--- src/rtl/core/bsp_pkg.sv ---
package bsp_pkg;

    // bitmap geometry
    localparam int MAX_BITS   = 1024;
    localparam int WORD_BITS  = 32;
    localparam int NUM_WORDS  = (MAX_BITS + WORD_BITS - 1) / WORD_BITS;
    localparam int WORD_IDX_W = (NUM_WORDS > 1) ? $clog2(NUM_WORDS) : 1;
    localparam int BIT_IDX_W  = $clog2(WORD_BITS);

    // field widths
    localparam int POS_W = 10;
    localparam int CNT_W = $clog2(MAX_BITS) + 1;

    // configuration port
    localparam int APB_AW = 3;
    localparam int APB_DW = 32;
    localparam logic [APB_AW-3:0] REG_LENGTH = '0;

    // item operations
    typedef enum logic [1:0] {
        FUNC_READ   = 2'd0,
        FUNC_WRITE  = 2'd1,
        FUNC_FILL   = 2'd2,
        FUNC_INVERT = 2'd3
    } t_func;

    typedef struct packed {
        t_func            func;
        logic [POS_W-1:0] bit_position;
        logic             write_value;
    } t_in_item;

    typedef struct packed {
        logic             bit_value;
        logic [CNT_W-1:0] ones_count;
        logic             any_set;
        logic             out_of_range;
    } t_out_item;

    // controller to datapath commands
    typedef struct packed {
        logic accept;
        logic commit;
    } t_cmd;

endpackage

--- src/rtl/core/bsp_ram.sv ---
module bsp_ram #(
    parameter int WIDTH = 32,
    parameter int DEPTH = 32
) (
    input  logic                     i_clk,
    input  logic                     i_wr_en,
    input  logic [$clog2(DEPTH)-1:0] i_wr_addr,
    input  logic [WIDTH-1:0]         i_wr_data,
    input  logic                     i_rd_en,
    input  logic [$clog2(DEPTH)-1:0] i_rd_addr,
    output logic [WIDTH-1:0]         o_rd_data
);

    logic [WIDTH-1:0] r_mem [DEPTH];
    logic [WIDTH-1:0] r_rd_data;

    // one write port, one registered read port
    always_ff @(posedge i_clk) begin
        if (i_wr_en) begin
            r_mem[i_wr_addr] <= i_wr_data;
        end
        if (i_rd_en) begin
            r_rd_data <= r_mem[i_rd_addr];
        end
    end

    assign o_rd_data = r_rd_data;

endmodule

--- src/rtl/core/bsp_ctrl.sv ---
module bsp_ctrl
    import bsp_pkg::*;
(
    input  logic i_clk,
    input  logic i_rst_n,
    input  logic i_in_valid,
    output logic o_in_stall,
    output logic o_out_valid,
    input  logic i_out_stall,
    output t_cmd o_cmd
);

    typedef enum logic {
        S_IDLE,
        S_EXEC
    } t_state;

    t_state r_state;
    t_state n_state;
    logic   r_out_valid;
    logic   n_out_valid;
    logic   out_free;

    // handshake decode
    assign out_free     = !r_out_valid || !i_out_stall;
    assign o_in_stall   = (r_state != S_IDLE);
    assign o_cmd.accept = i_in_valid && (r_state == S_IDLE);
    assign o_cmd.commit = (r_state == S_EXEC) && out_free;

    // next state and output valid
    always_comb begin
        n_state     = r_state;
        n_out_valid = r_out_valid && i_out_stall;
        unique case (r_state)
            S_IDLE: begin
                if (o_cmd.accept) begin
                    n_state = S_EXEC;
                end
            end
            S_EXEC: begin
                if (o_cmd.commit) begin
                    n_state     = S_IDLE;
                    n_out_valid = 1'b1;
                end
            end
            default: n_state = S_IDLE;
        endcase
    end

    // state and registered outputs
    always_ff @(posedge i_clk) begin
        if (!i_rst_n) begin
            r_state     <= S_IDLE;
            r_out_valid <= 1'b0;
        end else begin
            r_state     <= n_state;
            r_out_valid <= n_out_valid;
        end
    end

    assign o_out_valid = r_out_valid;

endmodule

--- src/rtl/core/bsp_dpath.sv ---
module bsp_dpath
    import bsp_pkg::*;
(
    input  logic              i_clk,
    input  logic              i_rst_n,
    input  t_cmd              i_cmd,
    input  t_in_item          i_in_data,
    output t_out_item         o_out_data,
    input  logic              psel,
    input  logic              penable,
    input  logic              pwrite,
    input  logic [APB_AW-1:0] paddr,
    input  logic [APB_DW-1:0] pwdata,
    output logic [APB_DW-1:0] prdata
);

    // held request and running state
    t_in_item               r_req;
    t_out_item              r_out;
    t_out_item              n_out;
    logic [NUM_WORDS-1:0]   r_valid;
    logic [NUM_WORDS-1:0]   n_valid;
    logic                   r_dflt;
    logic                   n_dflt;
    logic                   r_inv;
    logic                   n_inv;
    logic [CNT_W-1:0]       r_count;
    logic [CNT_W-1:0]       n_count;
    logic [CNT_W-1:0]       r_length;
    logic [CNT_W-1:0]       cfg_length;
    logic                   cfg_wr;

    logic [WORD_IDX_W-1:0]  wi;
    logic [BIT_IDX_W-1:0]   bi;
    logic [WORD_BITS-1:0]   ram_rdata;
    logic [WORD_BITS-1:0]   word_act;
    logic [WORD_BITS-1:0]   new_word;
    logic                   ram_we;
    logic                   in_range;
    logic                   old_bit;
    logic                   res_bit;

    // length register write, low CNT_W bits of pwdata saturated to the bitmap size
    assign cfg_wr = psel && penable && pwrite && (paddr[APB_AW-1:2] == REG_LENGTH);
    always_comb begin
        if (pwdata[CNT_W-1:0] > CNT_W'(MAX_BITS)) begin
            cfg_length = CNT_W'(MAX_BITS);
        end else begin
            cfg_length = pwdata[CNT_W-1:0];
        end
    end
    assign prdata = {{(APB_DW-CNT_W){1'b0}}, r_length};

    // word store
    bsp_ram #(
        .WIDTH (WORD_BITS),
        .DEPTH (NUM_WORDS)
    ) u_ram (
        .i_clk     (i_clk),
        .i_wr_en   (ram_we),
        .i_wr_addr (wi),
        .i_wr_data (new_word ^ {WORD_BITS{r_inv}}),
        .i_rd_en   (i_cmd.accept),
        .i_rd_addr (i_in_data.bit_position[BIT_IDX_W +: WORD_IDX_W]),
        .o_rd_data (ram_rdata)
    );

    // decode of the held request
    assign wi       = r_req.bit_position[BIT_IDX_W +: WORD_IDX_W];
    assign bi       = r_req.bit_position[BIT_IDX_W-1:0];
    assign in_range = {{(CNT_W-POS_W){1'b0}}, r_req.bit_position} < r_length;

    // stored word seen through fill default and invert flag
    assign word_act = (r_valid[wi] ? ram_rdata : {WORD_BITS{r_dflt}}) ^ {WORD_BITS{r_inv}};
    assign old_bit  = word_act[bi];

    always_comb begin
        new_word     = word_act;
        new_word[bi] = r_req.write_value;
    end

    // operation
    always_comb begin
        n_valid = r_valid;
        n_dflt  = r_dflt;
        n_inv   = r_inv;
        n_count = r_count;
        ram_we  = 1'b0;
        res_bit = old_bit;
        case (r_req.func)
            FUNC_WRITE: begin
                res_bit = r_req.write_value;
                if (in_range && i_cmd.commit) begin
                    ram_we      = 1'b1;
                    n_valid[wi] = 1'b1;
                end
                if (in_range && r_req.write_value && !old_bit) begin
                    n_count = r_count + CNT_W'(1);
                end else if (in_range && !r_req.write_value && old_bit) begin
                    n_count = r_count - CNT_W'(1);
                end
            end
            FUNC_FILL: begin
                res_bit = r_req.write_value;
                n_valid = '0;
                n_dflt  = r_req.write_value;
                n_inv   = 1'b0;
                n_count = r_req.write_value ? r_length : '0;
            end
            FUNC_INVERT: begin
                res_bit = !old_bit;
                n_inv   = !r_inv;
                n_count = r_length - r_count;
            end
            default: begin
                res_bit = old_bit;
            end
        endcase
    end

    // result fields
    always_comb begin
        n_out.bit_value    = in_range && res_bit;
        n_out.ones_count   = n_count;
        n_out.any_set      = (n_count != '0);
        n_out.out_of_range = !in_range;
    end

    // control state
    always_ff @(posedge i_clk) begin
        if (!i_rst_n) begin
            r_valid  <= '0;
            r_dflt   <= 1'b0;
            r_inv    <= 1'b0;
            r_count  <= '0;
            r_length <= CNT_W'(MAX_BITS);
        end else if (cfg_wr) begin
            r_valid  <= '0;
            r_dflt   <= 1'b0;
            r_inv    <= 1'b0;
            r_count  <= '0;
            r_length <= cfg_length;
        end else if (i_cmd.commit) begin
            r_valid  <= n_valid;
            r_dflt   <= n_dflt;
            r_inv    <= n_inv;
            r_count  <= n_count;
        end
    end

    // request and result holding registers
    always_ff @(posedge i_clk) begin
        if (i_cmd.accept) begin
            r_req <= i_in_data;
        end
        if (i_cmd.commit) begin
            r_out <= n_out;
        end
    end

    assign o_out_data = r_out;

endmodule

--- src/rtl/core/bitmap_store_with_popcount.sv ---
// Bitmap store of up to MAX_BITS positions with a running count of ones.
// Request channel: i_in_valid / o_in_stall carry i_in_data (func, bit_position,
// write_value); a request is taken at an edge with valid high and stall low.
// Result channel: o_out_valid / i_out_stall carry o_out_data, one result per
// request, in request order.
// A new request is not taken before the previous one is done: the word is
// read from the word RAM at the accept edge and, for a write, written back at
// the commit edge, where the result is registered and o_out_valid rises; a
// stalled, still-held result delays the commit. Fill and invert act through a
// per-word valid bit, a fill value and an invert flag, not the RAM words.
// The input stalls while a request is in flight; a new request is taken
// while the previous result is still held. When the receiver stalls, the
// finished request waits in the datapath until the result register frees.
// bitmap_length sits at APB byte address 0; pready is always high.
// Reset (synchronous, active low) and any write of bitmap_length clear the
// store and the count at once: no clearing pass. Reset length is MAX_BITS.
module bitmap_store_with_popcount
    import bsp_pkg::*;
(
    input  logic              i_clk,
    input  logic              i_rst_n,
    input  logic              i_in_valid,
    output logic              o_in_stall,
    input  t_in_item          i_in_data,
    output logic              o_out_valid,
    input  logic              i_out_stall,
    output t_out_item         o_out_data,
    input  logic              psel,
    input  logic              penable,
    input  logic              pwrite,
    input  logic [APB_AW-1:0] paddr,
    input  logic [APB_DW-1:0] pwdata,
    output logic [APB_DW-1:0] prdata,
    output logic              pready
);

    t_cmd cmd;

    assign pready = 1'b1;

    // sequencing
    bsp_ctrl u_ctrl (
        .i_clk       (i_clk),
        .i_rst_n     (i_rst_n),
        .i_in_valid  (i_in_valid),
        .o_in_stall  (o_in_stall),
        .o_out_valid (o_out_valid),
        .i_out_stall (i_out_stall),
        .o_cmd       (cmd)
    );

    // store, count and registers
    bsp_dpath u_dpath (
        .i_clk      (i_clk),
        .i_rst_n    (i_rst_n),
        .i_cmd      (cmd),
        .i_in_data  (i_in_data),
        .o_out_data (o_out_data),
        .psel       (psel),
        .penable    (penable),
        .pwrite     (pwrite),
        .paddr      (paddr),
        .pwdata     (pwdata),
        .prdata     (prdata)
    );

    // a taken request blocks the input for the next cycle
    a_busy_after_accept: assert property (@(posedge i_clk) disable iff (!i_rst_n)
        i_in_valid && !o_in_stall |=> o_in_stall)
        else $error("input not stalled after request");

    // any-set flag agrees with the count
    a_any_set: assert property (@(posedge i_clk) disable iff (!i_rst_n)
        o_out_valid |-> (o_out_data.any_set == (o_out_data.ones_count != '0)))
        else $error("any_set disagrees with ones_count");

    // out-of-range results carry a zero bit
    a_oor_bit: assert property (@(posedge i_clk) disable iff (!i_rst_n)
        o_out_valid && o_out_data.out_of_range |-> !o_out_data.bit_value)
        else $error("bit set on out-of-range result");

    // count never exceeds the bitmap size
    a_count_max: assert property (@(posedge i_clk) disable iff (!i_rst_n)
        o_out_valid |-> (o_out_data.ones_count <= CNT_W'(MAX_BITS)))
        else $error("ones_count above bitmap size");

endmodule

--- config.mk ---
export PLATFORM = sky130hd
export DESIGN_NAME = bitmap_store_with_popcount
export DESIGN_NICKNAME = d
export VERILOG_FILES = /design/src/rtl/core/bsp_pkg.sv /design/src/rtl/core/bsp_ram.sv /design/src/rtl/core/bsp_ctrl.sv /design/src/rtl/core/bsp_dpath.sv /design/src/rtl/core/bitmap_store_with_popcount.sv
export SDC_FILE = /design/constraint.sdc
export NUM_CORES = 1
export LEC_CHECK = 0
export ABC_AREA = 0
export BUFFER_PORTS_ARGS = -buffer_cell sky130_fd_sc_hd__buf_2
export CORE_MARGIN = 1
export CORE_UTILIZATION = 40
export CTS_CLUSTER_SIZE = 30
export DETAILED_ROUTE_END_ITERATION = 6
export PLACE_DENSITY = 0.64
export SYNTH_ARGS = -nofsm -noshare
export SYNTH_HDL_FRONTEND = slang
export SYNTH_SLANG_ARGS = --single-unit
--- constraint.sdc ---
create_clock -name i_clk -period 9.9 [get_ports i_clk]
set_input_delay 0.99 -clock i_clk [delete_from_list [all_inputs] [get_ports i_clk]]
set_output_delay 0.99 -clock i_clk [all_outputs]
set_load 0.05 [all_outputs]
==> results of run 1 <==
flip-flops by register name, indices dropped and copies added (netlist names):
name                     count
u_dpath.u_ram.r_mem       1024
u_dpath.r_valid             32
u_dpath.u_ram.o_rd_data     32
u_dpath.o_out_data          14
u_dpath.r_count             11
u_dpath.r_length            11
u_dpath.r_req                8
u_dpath.bi                   5
u_ctrl.o_in_stall            1
u_ctrl.o_out_valid           1
u_dpath.r_dflt               1
u_dpath.r_inv                1
routing by layer:
layer | routed length [um] | share of wire, %
met5 | 0 | 0
met3 | 8710 | 7.8
met4 | 3170 | 2.8
met2 | 53300 | 48
met1 | 46800 | 42
metrics by stage:
step	worst slack, ns	cell area, um^2
final	3.87	52400
after global routing	3.61	52400
after CTS	3.94	52300
after detailed placement	3.96	48600
after global placement	3.97	48600
after floorplan	5.08	46200
worst max-delay path, stage by stage (launching register included):
cell and delay, ns:
edfxtp_1 1.11, mux2i_1 0.29, o221ai_1 0.19, a22oi_1 0.67, nand2_2 0.65, a21o_1 0.37, mux2i_1 0.24, o41ai_4 0.80
nand2_2 0.34, o31a_1 0.37, o211a_1 0.28, nor4_1 0.28, nand4b_1 0.13
worst max-delay path by stage:
stage                   startpoint                         end  slack, ns
3_5_place_dp      u_dpath.r_req[7]       u_dpath.o_out_data[1]       3.96
4_1_cts           u_dpath.r_req[7]       u_dpath.o_out_data[1]       3.94
2_1_floorplan  u_dpath.r_length[1]  u_dpath.u_ram.r_mem[14][0]       5.08
3_3_place_gp      u_dpath.r_req[7]       u_dpath.o_out_data[1]       3.97
5_1_grt           u_dpath.r_req[7]       u_dpath.o_out_data[1]       3.61
6_report          u_dpath.r_req[7]       u_dpath.o_out_data[1]       3.87
placed cells by master, fill, tap and decap left out, types with 36 or more instances in the layout:
cell / instances
edfxtp_1: 1083
clkbuf_16: 117
dfxtp_1: 58
a21oi_1: 60
mux4_2: 327
mux2_2: 36
nand2_1: 57
buf_2: 54
nor2_1: 89
buf_4: 62
inv_1: 36
kinds of logic after synthesis:
group / count (synthesis) / share of synthesized area (%)
AO/OA/AOI/OAI: 252 / 3.77
multiplexers: 386 / 17.3
AND/OR/NAND/NOR: 297 / 3.10
buffers and inverters: 194 / 1.84
flip-flops: 1141 / 73.0
XOR/XNOR: 10 / 0.190
other: 2 / 0.0163
adder cells (fa/ha/maj): 26 / 0.721
final cells by class:
class	count	area, um^2	area share, %
inverters	40	150	0.286
well taps	1512	1890	3.61
clock inverters	58	647	1.23
multi-input cells	993	12200	23.2
flip-flops and latches	1141	33700	64.2
repair buffers	123	847	1.62
clock buffers	149	3070	5.85
report_power, final:
part,total [uW],switching (uW),internal [uW]
Combinational,738,475,263
Clock,4290,1800,2490
Sequential,5460,34.3,5430
==> run metrics, run 1 <==
status complete, no violations; vias in the first global route 23900; Setup Viol. Count Final 0; Worst Tran Pin Value 1.35 ns; Routed WL per cell 27.9 um; Power Dens Cells 200 mW/mm^2; Post-CTS Setup Inserts 0; Hold WC Path Type flip-flop to flip-flop; Starting DRT DRC Count 2594; Synth-to-Final Area Change 13.7%; Root Buffer clkbuf_16; M2 GR Usage 30.8%; clk_skew 0.0529 ns; hold endpoint u_dpath.r_valid[13]; I/O pin count 104; fin crit share 60.9%; ant diodes 0; Gate Count Post-Synth 2308; syn_area_per_cell 20.0 um^2; final critical-path required period 6.03 ns; GR Overflow Total 0; Hold Path Cell Cnt 2; async set-reset flop share out of synthesis 0%; top post-synthesis cells by area edfxtp_1 (70%), mux4_2 (16%), dfxtp_1 (2.5%), nor2_1 (0.98%), mux2_2 (0.88%); reg2reg path depth 12; Post-synth EDFFs 1083; Reg2Reg Capture Point u_dpath.o_out_data[1]; row count 124; first-pass GRT wire length 163000 um; Worst Path Required 10.32 ns; largest net degree at the start of global routing 145; fillers 9355; crit-path max FO 33; Die W 342 um; most common cell in the netlist edfxtp_1; grt met1 use 27.2%; H-tree Lvls 3; final core occ 45.9%; final hold vios 0; min-delay src u_dpath.r_valid[13]; Setup CP Type flip-flop to flip-flop; maximum clock path buffer count 3; vias per cell 5.88; Synth area leader edfxtp_1; clock-pin slew reported for the worst setup and hold paths after clock tree synthesis 0.06 ns; drt total wl 112000 um; GR peak layer met2; Critical R2R Launch u_dpath.r_req[7]; synth unique cells 72; PortBufs 58; Post-route DRC 0; initial antenna violation count 0; Final Non-Filler Cells 4016; Ys Warns 0; most common library cells after synthesis edfxtp_1 (1083), mux4_2 (327), nor2_1 (121), clkbuf_1 (88), a21oi_1 (72); clk_lat worst skew 0.71 ns; Power, Total 10500 uW; worst hold slack 0.472 ns; layout cells sized above 1 28.6%; CTS Buf Count 113; synthesized area 0.0461 mm^2; Routed Antenna Nets 0; TritonCTS clock tree done; routability congestion estimate from global placement 0.859; DRT Pass-1 Iters 5; Hold Buf Count CTS 0; r2r setup slk 3.87 ns; sequential area share after synthesis 73.0%; Top FF cell, synth edfxtp_1; P_leak 0.0164 uW; # resized after CTS 0; Max Slew Vio Count 0; f_max 166 MHz; FF+latch count, synth 1141; clock sink total 1141; Crit. End Element flip-flop; Arr. time, crit path 6.45 ns; Starting Density 40.3%; top-area cell type share of the netlist area 70.5%; die area 0.117 mm^2; RSZ-0062 raised after global routing no; Final HPWL DP 56600 um; CP startpoint kind flip-flop; met3 GRT Util 3.25%; Core ar. 0.114 mm^2; fin nets 2493; via count 23600; # Max-Cap Violations 0; setup TNS 0 ns; max_slew headroom 9.71%; Tot GR Track Use 19.3%; worst vdd ir 0.147 mV; Die Y 342 um; Placed Cells 3806
No activity file was read; power rests on OpenSTA's default activity.
==> run 2, diff against run 1 <==
Settings changed: PLACE_DENSITY 0.64 to 0.66.
Clock period 9.9 ns to 5 ns, I/O delays scaled along.
==> run metrics, run 2 (synthesis results as in run 1) <==
Hold Path Cell Cnt 1 (was 2); status complete, no violations (unchanged); clk_skew 0.0366 ns (was 0.0529 ns); first-pass GRT wire length 163000 um (about the same); Worst Path Required 5.40 ns (was 10.32 ns); initial antenna violation count 1 (was 0); commonest non-fill, non-tap cell in the layout edfxtp_1 (unchanged); logic gate share of total power 7.4% (was 7.0%); Starting Density 40.3% (unchanged); clk_lat worst skew 0.70 ns (was 0.71 ns); layout cells sized above 1 30.4% (was 28.6%); Largest Register u_dpath.u_ram.r_mem (unchanged); Post-route DRC 0 (unchanged); via count 23800 (was 23600); P_leak 0.0168 uW (was 0.0164 uW); drt total wl 112000 um (about the same); Root Buffer clkbuf_16 (unchanged); Power Dens Cells 389 mW/mm^2 (was 200 mW/mm^2); Max Slew Vio Count 0 (unchanged); Setup Viol. Count Final 0 (unchanged); Reg2Reg Capture Point u_dpath.o_out_data[1] (unchanged); Hold WC Path Type input port to flip-flop (was flip-flop to flip-flop); # Max-Cap Violations 0 (unchanged); fin nets 2551 (was 2493); Tot GR Track Use 19.3% (about the same); Switch Pwr 4550 uW (was 2310 uW); Final Cell Area 0.0533 mm^2 (was 0.0524 mm^2); vias in the first global route 23600 (was 23900); placed inst area 0.0495 mm^2 (was 0.0486 mm^2); largest net degree at the start of global routing 71 (was 145); fin crit share 94.8% (was 60.9%); I/O pin count 104 (unchanged); die area 0.117 mm^2 (unchanged); TritonCTS clock tree done (unchanged); Sw Ratio 22.0% (about the same); final hold vios 0 (unchanged); crit-path max FO 19 (was 33); commonest non-fill, non-tap cells in the layout edfxtp_1 (1083), mux4_2 (327), clkbuf_16 (117) (unchanged); CP startpoint kind flip-flop (unchanged); Die Y 342 um (unchanged); Routed WL per cell 27.5 um (was 27.9 um); Post-CTS Setup Inserts 0 (unchanged); row count 124 (unchanged); Die W 342 um (unchanged); final critical-path required period 4.74 ns (was 6.03 ns); DRT Pass-1 Iters 5 (unchanged); Core ar. 0.114 mm^2 (unchanged); GR Overflow Total 0 (unchanged); internal power 16200 uW (was 8180 uW); sequential power share 52.1% (about the same); CP Launch Point u_dpath.r_req[10] (was u_dpath.r_req[7]); Critical R2R Launch u_dpath.r_req[10] (was u_dpath.r_req[7]); reg2reg path depth 13 (was 12); maximum clock path buffer count 3 (unchanged); worst hold slack 0.0404 ns (was 0.472 ns); max reg flops 1024 (unchanged); CTS Buf Count 113 (unchanged); clock power share 40.5% (was 40.9%); RSZ-0062 raised after global routing no (unchanged); Starting DRT DRC Count 3069 (was 2594); final core occ 46.6% (was 45.9%); routability congestion estimate from global placement 0.857 (was 0.859); f_max 211 MHz (was 166 MHz); Setup CP Type flip-flop to flip-flop (unchanged); Final HPWL DP 61600 um (was 56600 um); setup TNS 0 ns (unchanged); max_slew headroom 5.52% (was 9.71%); clock sink total 1141 (unchanged); Arr. time, crit path 5.13 ns (was 6.45 ns); H-tree Lvls 3 (unchanged); Synth-to-Final Area Change 15.5% (was 13.7%); vias per cell 5.85 (was 5.88); crit path to u_dpath.o_out_data[1] (unchanged); worst vdd ir 0.315 mV (was 0.147 mV); PortBufs 58 (unchanged); Worst Tran Pin Value 1.42 ns (was 1.35 ns); Routed Antenna Nets 0 (unchanged); Crit. End Element flip-flop (unchanged); r2r setup slk 0.26 ns (was 3.87 ns); clock-pin slew reported for the worst setup and hold paths after clock tree synthesis 0.06 ns (about the same)
[run 2: how the worst min path moves through the flow]
stage,start,to,slack [ns]
after global placement,u_dpath.r_valid[30],u_dpath.r_valid[30],0.45
after CTS,i_rst_n,u_dpath.r_length[10],0.002
after global routing,i_in_data[0],u_dpath.r_req[0],0.02
final,i_in_data[0],u_dpath.r_req[0],0.04
after detailed placement,u_dpath.r_valid[5],u_dpath.r_valid[5],0.45
after floorplan,u_dpath.r_valid[0],u_dpath.r_valid[0],0.44
[run 2: layout make-up]
type,instances,area [um^2]
multi-input combinational,993,12100
tap,1512,1890
antenna,1,2.50
clock buffer,154,3120
timing repair buffer,181,1750
clock inverter,51,558
inverter,40,150
fill,9269,61100
sequential,1141,33700
[run 2: what timing repair did]
| action | 4_1_cts | 5_1_grt |
|---|---|---|
| endpoints found under the hold margin | 7 | 0 |
| setup endpoints to repair | 0 | 1 |
| resized for setup | 0 | 1 |
| hold buffers | 7 | 0 |
[run 2: critical path, stage by stage (launching register included)]
cell	delay, ns
edfxtp_1	0.78
clkinv_1	0.46
o221ai_1	0.23
a22o_1	0.32
nor3_4	0.10
or3_1	0.35
a21oi_1	0.35
o41a_1	0.56
o21ai_1	0.17
a21o_1	0.21
a2111oi_2	0.35
inv_1	0.13
nor4_1	0.28
nand4b_1	0.15
[run 2: power by group through the flow]
stage | clock, uW | combinational, uW | sequential, uW
floorplan | 0 | 1000 | 11000
global placement | 0 | 1460 | 11000
detailed placement | 0 | 1510 | 11000
CTS | 8530 | 1530 | 10800
global route | 8880 | 1630 | 10800
finish | 8390 | 1530 | 10800
[run 2: metrics by stage]
stage / total power [uW] / cells / worst slack, ns
floorplan: 12000 / 2328 / 0.178
global placement: 12500 / 3859 / 0.340
detailed placement: 12500 / 3859 / 0.311
CTS: 20900 / 4071 / 0.276
global route: 21300 / 4072 / 0.0150
finish: 20700 / 4073 / 0.262
[run 2: layer usage]
layer  vias up  GRT usage, %  routed length [um]
met5         -             0                  13
met4         2          4.85                2400
met3       163          2.60                8210
met2      1032          31.5               55000
met1     12700          27.4               46300
li1       9905             -                   -
==> run 3, diff against run 2 <==
Settings changed: BUFFER_PORTS_ARGS -buffer_cell sky130_fd_sc_hd__buf_2 to -buffer_cell sky130_fd_sc_hd__buf_4.
==> run metrics, run 3 (synthesis results as in run 1) <==
status finished with violations (was complete, no violations); violated checks DRC; Final HPWL DP 62400 um (was 61600 um); Worst Path Required 5.39 ns (was 5.40 ns); DRT Pass-1 Iters 7 (was 5); fin crit share 93.6% (was 94.8%); Max Slew Vio Count 0 (unchanged); worst vdd ir 0.268 mV (was 0.315 mV); maximum clock path buffer count 3 (unchanged); Setup CP Type flip-flop to flip-flop (unchanged); Post-route DRC 1 (was 0); clock sink total 1141 (unchanged); Tot GR Track Use 19.5% (was 19.3%); crit-path cells or3b_2 > o221ai_1 > a22oi_1 > buf_4 > nand2_2 > buf_4 > mux2_2 > o2111ai_1 > inv_1 > nand2_2 > mux2_2 > o21ai_0 > a2bb2oi_1 > nand4b_1 (was clkinv_1 > o221ai_1 > a22o_1 > nor3_4 > or3_1 > a21oi_1 > o41a_1 > o21ai_1 > a21o_1 > a2111oi_2 > inv_1 > nor4_1 > nand4b_1); fin nets 2561 (was 2551); clk_lat worst skew 0.69 ns (was 0.70 ns); final critical-path required period 4.68 ns (was 4.74 ns); via count 23900 (was 23800); drt total wl 114000 um (was 112000 um); commonest non-fill, non-tap cells in the layout edfxtp_1 (1083), mux4_2 (327), buf_4 (140) (was edfxtp_1 (1083), mux4_2 (327), clkbuf_16 (117)); Die Y 342 um (unchanged); slowest stage cell, crit path edfxtp_1 (unchanged); initial antenna violation count 1 (unchanged); Critical Path Max Stage Delay 0.63 ns (was 0.78 ns); CP startpoint kind flip-flop (unchanged); max reg flops 1024 (unchanged); Root Buffer clkbuf_16 (unchanged); I/O pin count 104 (unchanged); fillers 9247 (was 9269); Largest Register u_dpath.u_ram.r_mem (unchanged); f_max 214 MHz (was 211 MHz); die area 0.117 mm^2 (unchanged); Routed WL per cell 27.8 um (was 27.5 um); clk_skew 0.0373 ns (was 0.0366 ns); Starting Density 40.3% (unchanged); layout cells sized above 1 30.5% (was 30.4%); PortBufs 58 (unchanged); ant diodes 0 (was 1); Core ar. 0.114 mm^2 (unchanged); P_leak 0.0168 uW (about the same); final core occ 46.8% (was 46.6%); Crit. End Element flip-flop (unchanged); first-pass GRT wire length 164000 um (was 163000 um); GR Overflow Total 0 (unchanged); H-tree Lvls 3 (unchanged); Starting DRT DRC Count 3515 (was 3069); Synth-to-Final Area Change 15.9% (was 15.5%); vias per cell 5.84 (was 5.85); Power Dens Cells 387 mW/mm^2 (was 389 mW/mm^2); Post-CTS Setup Inserts 0 (unchanged); # Max-Cap Violations 0 (unchanged); largest net degree at the start of global routing 67 (was 71); CTS Buf Count 112 (was 113); Die W 342 um (unchanged); commonest non-fill, non-tap cell in the layout edfxtp_1 (unchanged); crit-path max FO 29 (was 19); Worst Tran Pin Value 1.35 ns (was 1.42 ns); Hold WC Path Type input port to flip-flop (unchanged); final hold vios 0 (unchanged); max_slew headroom 9.99% (was 5.52%); row count 124 (unchanged); setup TNS 0 ns (unchanged); worst path bufs/invs 3 (was 2); Routed Antenna Nets 0 (unchanged); Setup Viol. Count Final 0 (unchanged); Arr. time, crit path 5.07 ns (was 5.13 ns); TritonCTS clock tree done (unchanged); vias in the first global route 23900 (was 23600); clock-pin slew reported for the worst setup and hold paths after clock tree synthesis 0.06 ns (about the same); routability congestion estimate from global placement 0.877 (was 0.857); Crit path max-delay family simple AND/OR/NAND/NOR gates (was compound AO/OA/AOI/OAI gates); RSZ-0062 raised after global routing no (unchanged)
[run 3: changes by cell type in the layout (fill, tap and decap cells not counted), sizes merged]
cell | previous run | this run
buf | 174 | 183
bufinv | 10 | 12
clkinv | 40 | 51
diode | 1 | 0
inv | 39 | 42
dlygate4sd3 | 7 | 9
clkinvlp | 2 | 5
clkbuf | 154 | 141
[run 3: repair_timing]
action / in CTS / in global routing
setup endpoints to repair: 0 / 0
hold buffers: 9 / 0
resized for setup: 0 / 0
endpoints found under the hold margin: 9 / 0
[run 3: worst register-to-register path: stages, from the launching register on]
cell	delay, ns
edfxtp_1	0.63
or3b_2	0.55
o221ai_1	0.24
a22oi_1	0.16
buf_4	0.19
nand2_2	0.12
buf_4	0.33
mux2_2	0.38
o2111ai_1	0.23
inv_1	0.30
nand2_2	0.30
mux2_2	0.40
o21ai_0	0.22
a2bb2oi_1	0.14
nand4b_1	0.19
[run 3: metrics by stage]
step / power, uW / std cells / setup WS (ns) / hold slack, ns / area, um^2
global placement: 12500 / 3869 / 0.486 / 0.448 / 49700
finish: 20700 / 4089 / 0.322 / 0.0447 / 53500
floorplan: 12000 / 2328 / 0.178 / 0.436 / 46200
detailed placement: 12500 / 3869 / 0.461 / 0.453 / 49700
CTS: 20800 / 4089 / 0.415 / 0.0168 / 53500
global route: 21300 / 4089 / 0.0971 / 0.0557 / 53500
[run 3: area by class of cell]
type | instances | area [um^2] | share of cell area [%]
flip-flops and latches | 1141 | 33700 | 63.0
clock buffers | 141 | 2970 | 5.56
inverters | 40 | 150 | 0.281
repair buffers | 192 | 1990 | 3.72
well taps | 1512 | 1890 | 3.54
clock inverters | 70 | 689 | 1.29
multi-input cells | 993 | 12100 | 22.6
[run 3: per-layer routing]
| layer | up-vias | global-route usage [%] | part of all wire [%] | wire length [um] |
|---|---|---|---|---|
| li1 | 9922 | - | - | - |
| met1 | 12600 | 27.4 | 41 | 46500 |
| met2 | 1148 | 30.5 | 47 | 53700 |
| met3 | 209 | 3.71 | 8.6 | 9780 |
| met4 | 0 | 6.62 | 3.3 | 3730 |
| met5 | - | 0 | 0 | 0 |
[run 3: final timing paths]
kind                            slack [ns]               start  cells past startpoint               endpoint
worst min register to register        0.47  u_dpath.r_valid[1]                      2     u_dpath.r_valid[1]
worst max register to register        0.32    u_dpath.r_req[8]                     14  u_dpath.o_out_data[1]
worst min-delay path                  0.04           pwdata[2]                      3    u_dpath.r_length[2]
worst max-delay path                  0.32    u_dpath.r_req[8]                     14  u_dpath.o_out_data[1]
[run 3: report_power, final]
part | internal (uW) | leakage [uW] | switching [uW] | total, uW
clock network | 4830 | 0.00178 | 3530 | 8370
logic | 571 | 0.00474 | 980 | 1550
registers | 10700 | 0.0103 | 62.7 | 10800
total | 16100 | 0.0168 | 4580 | 20700
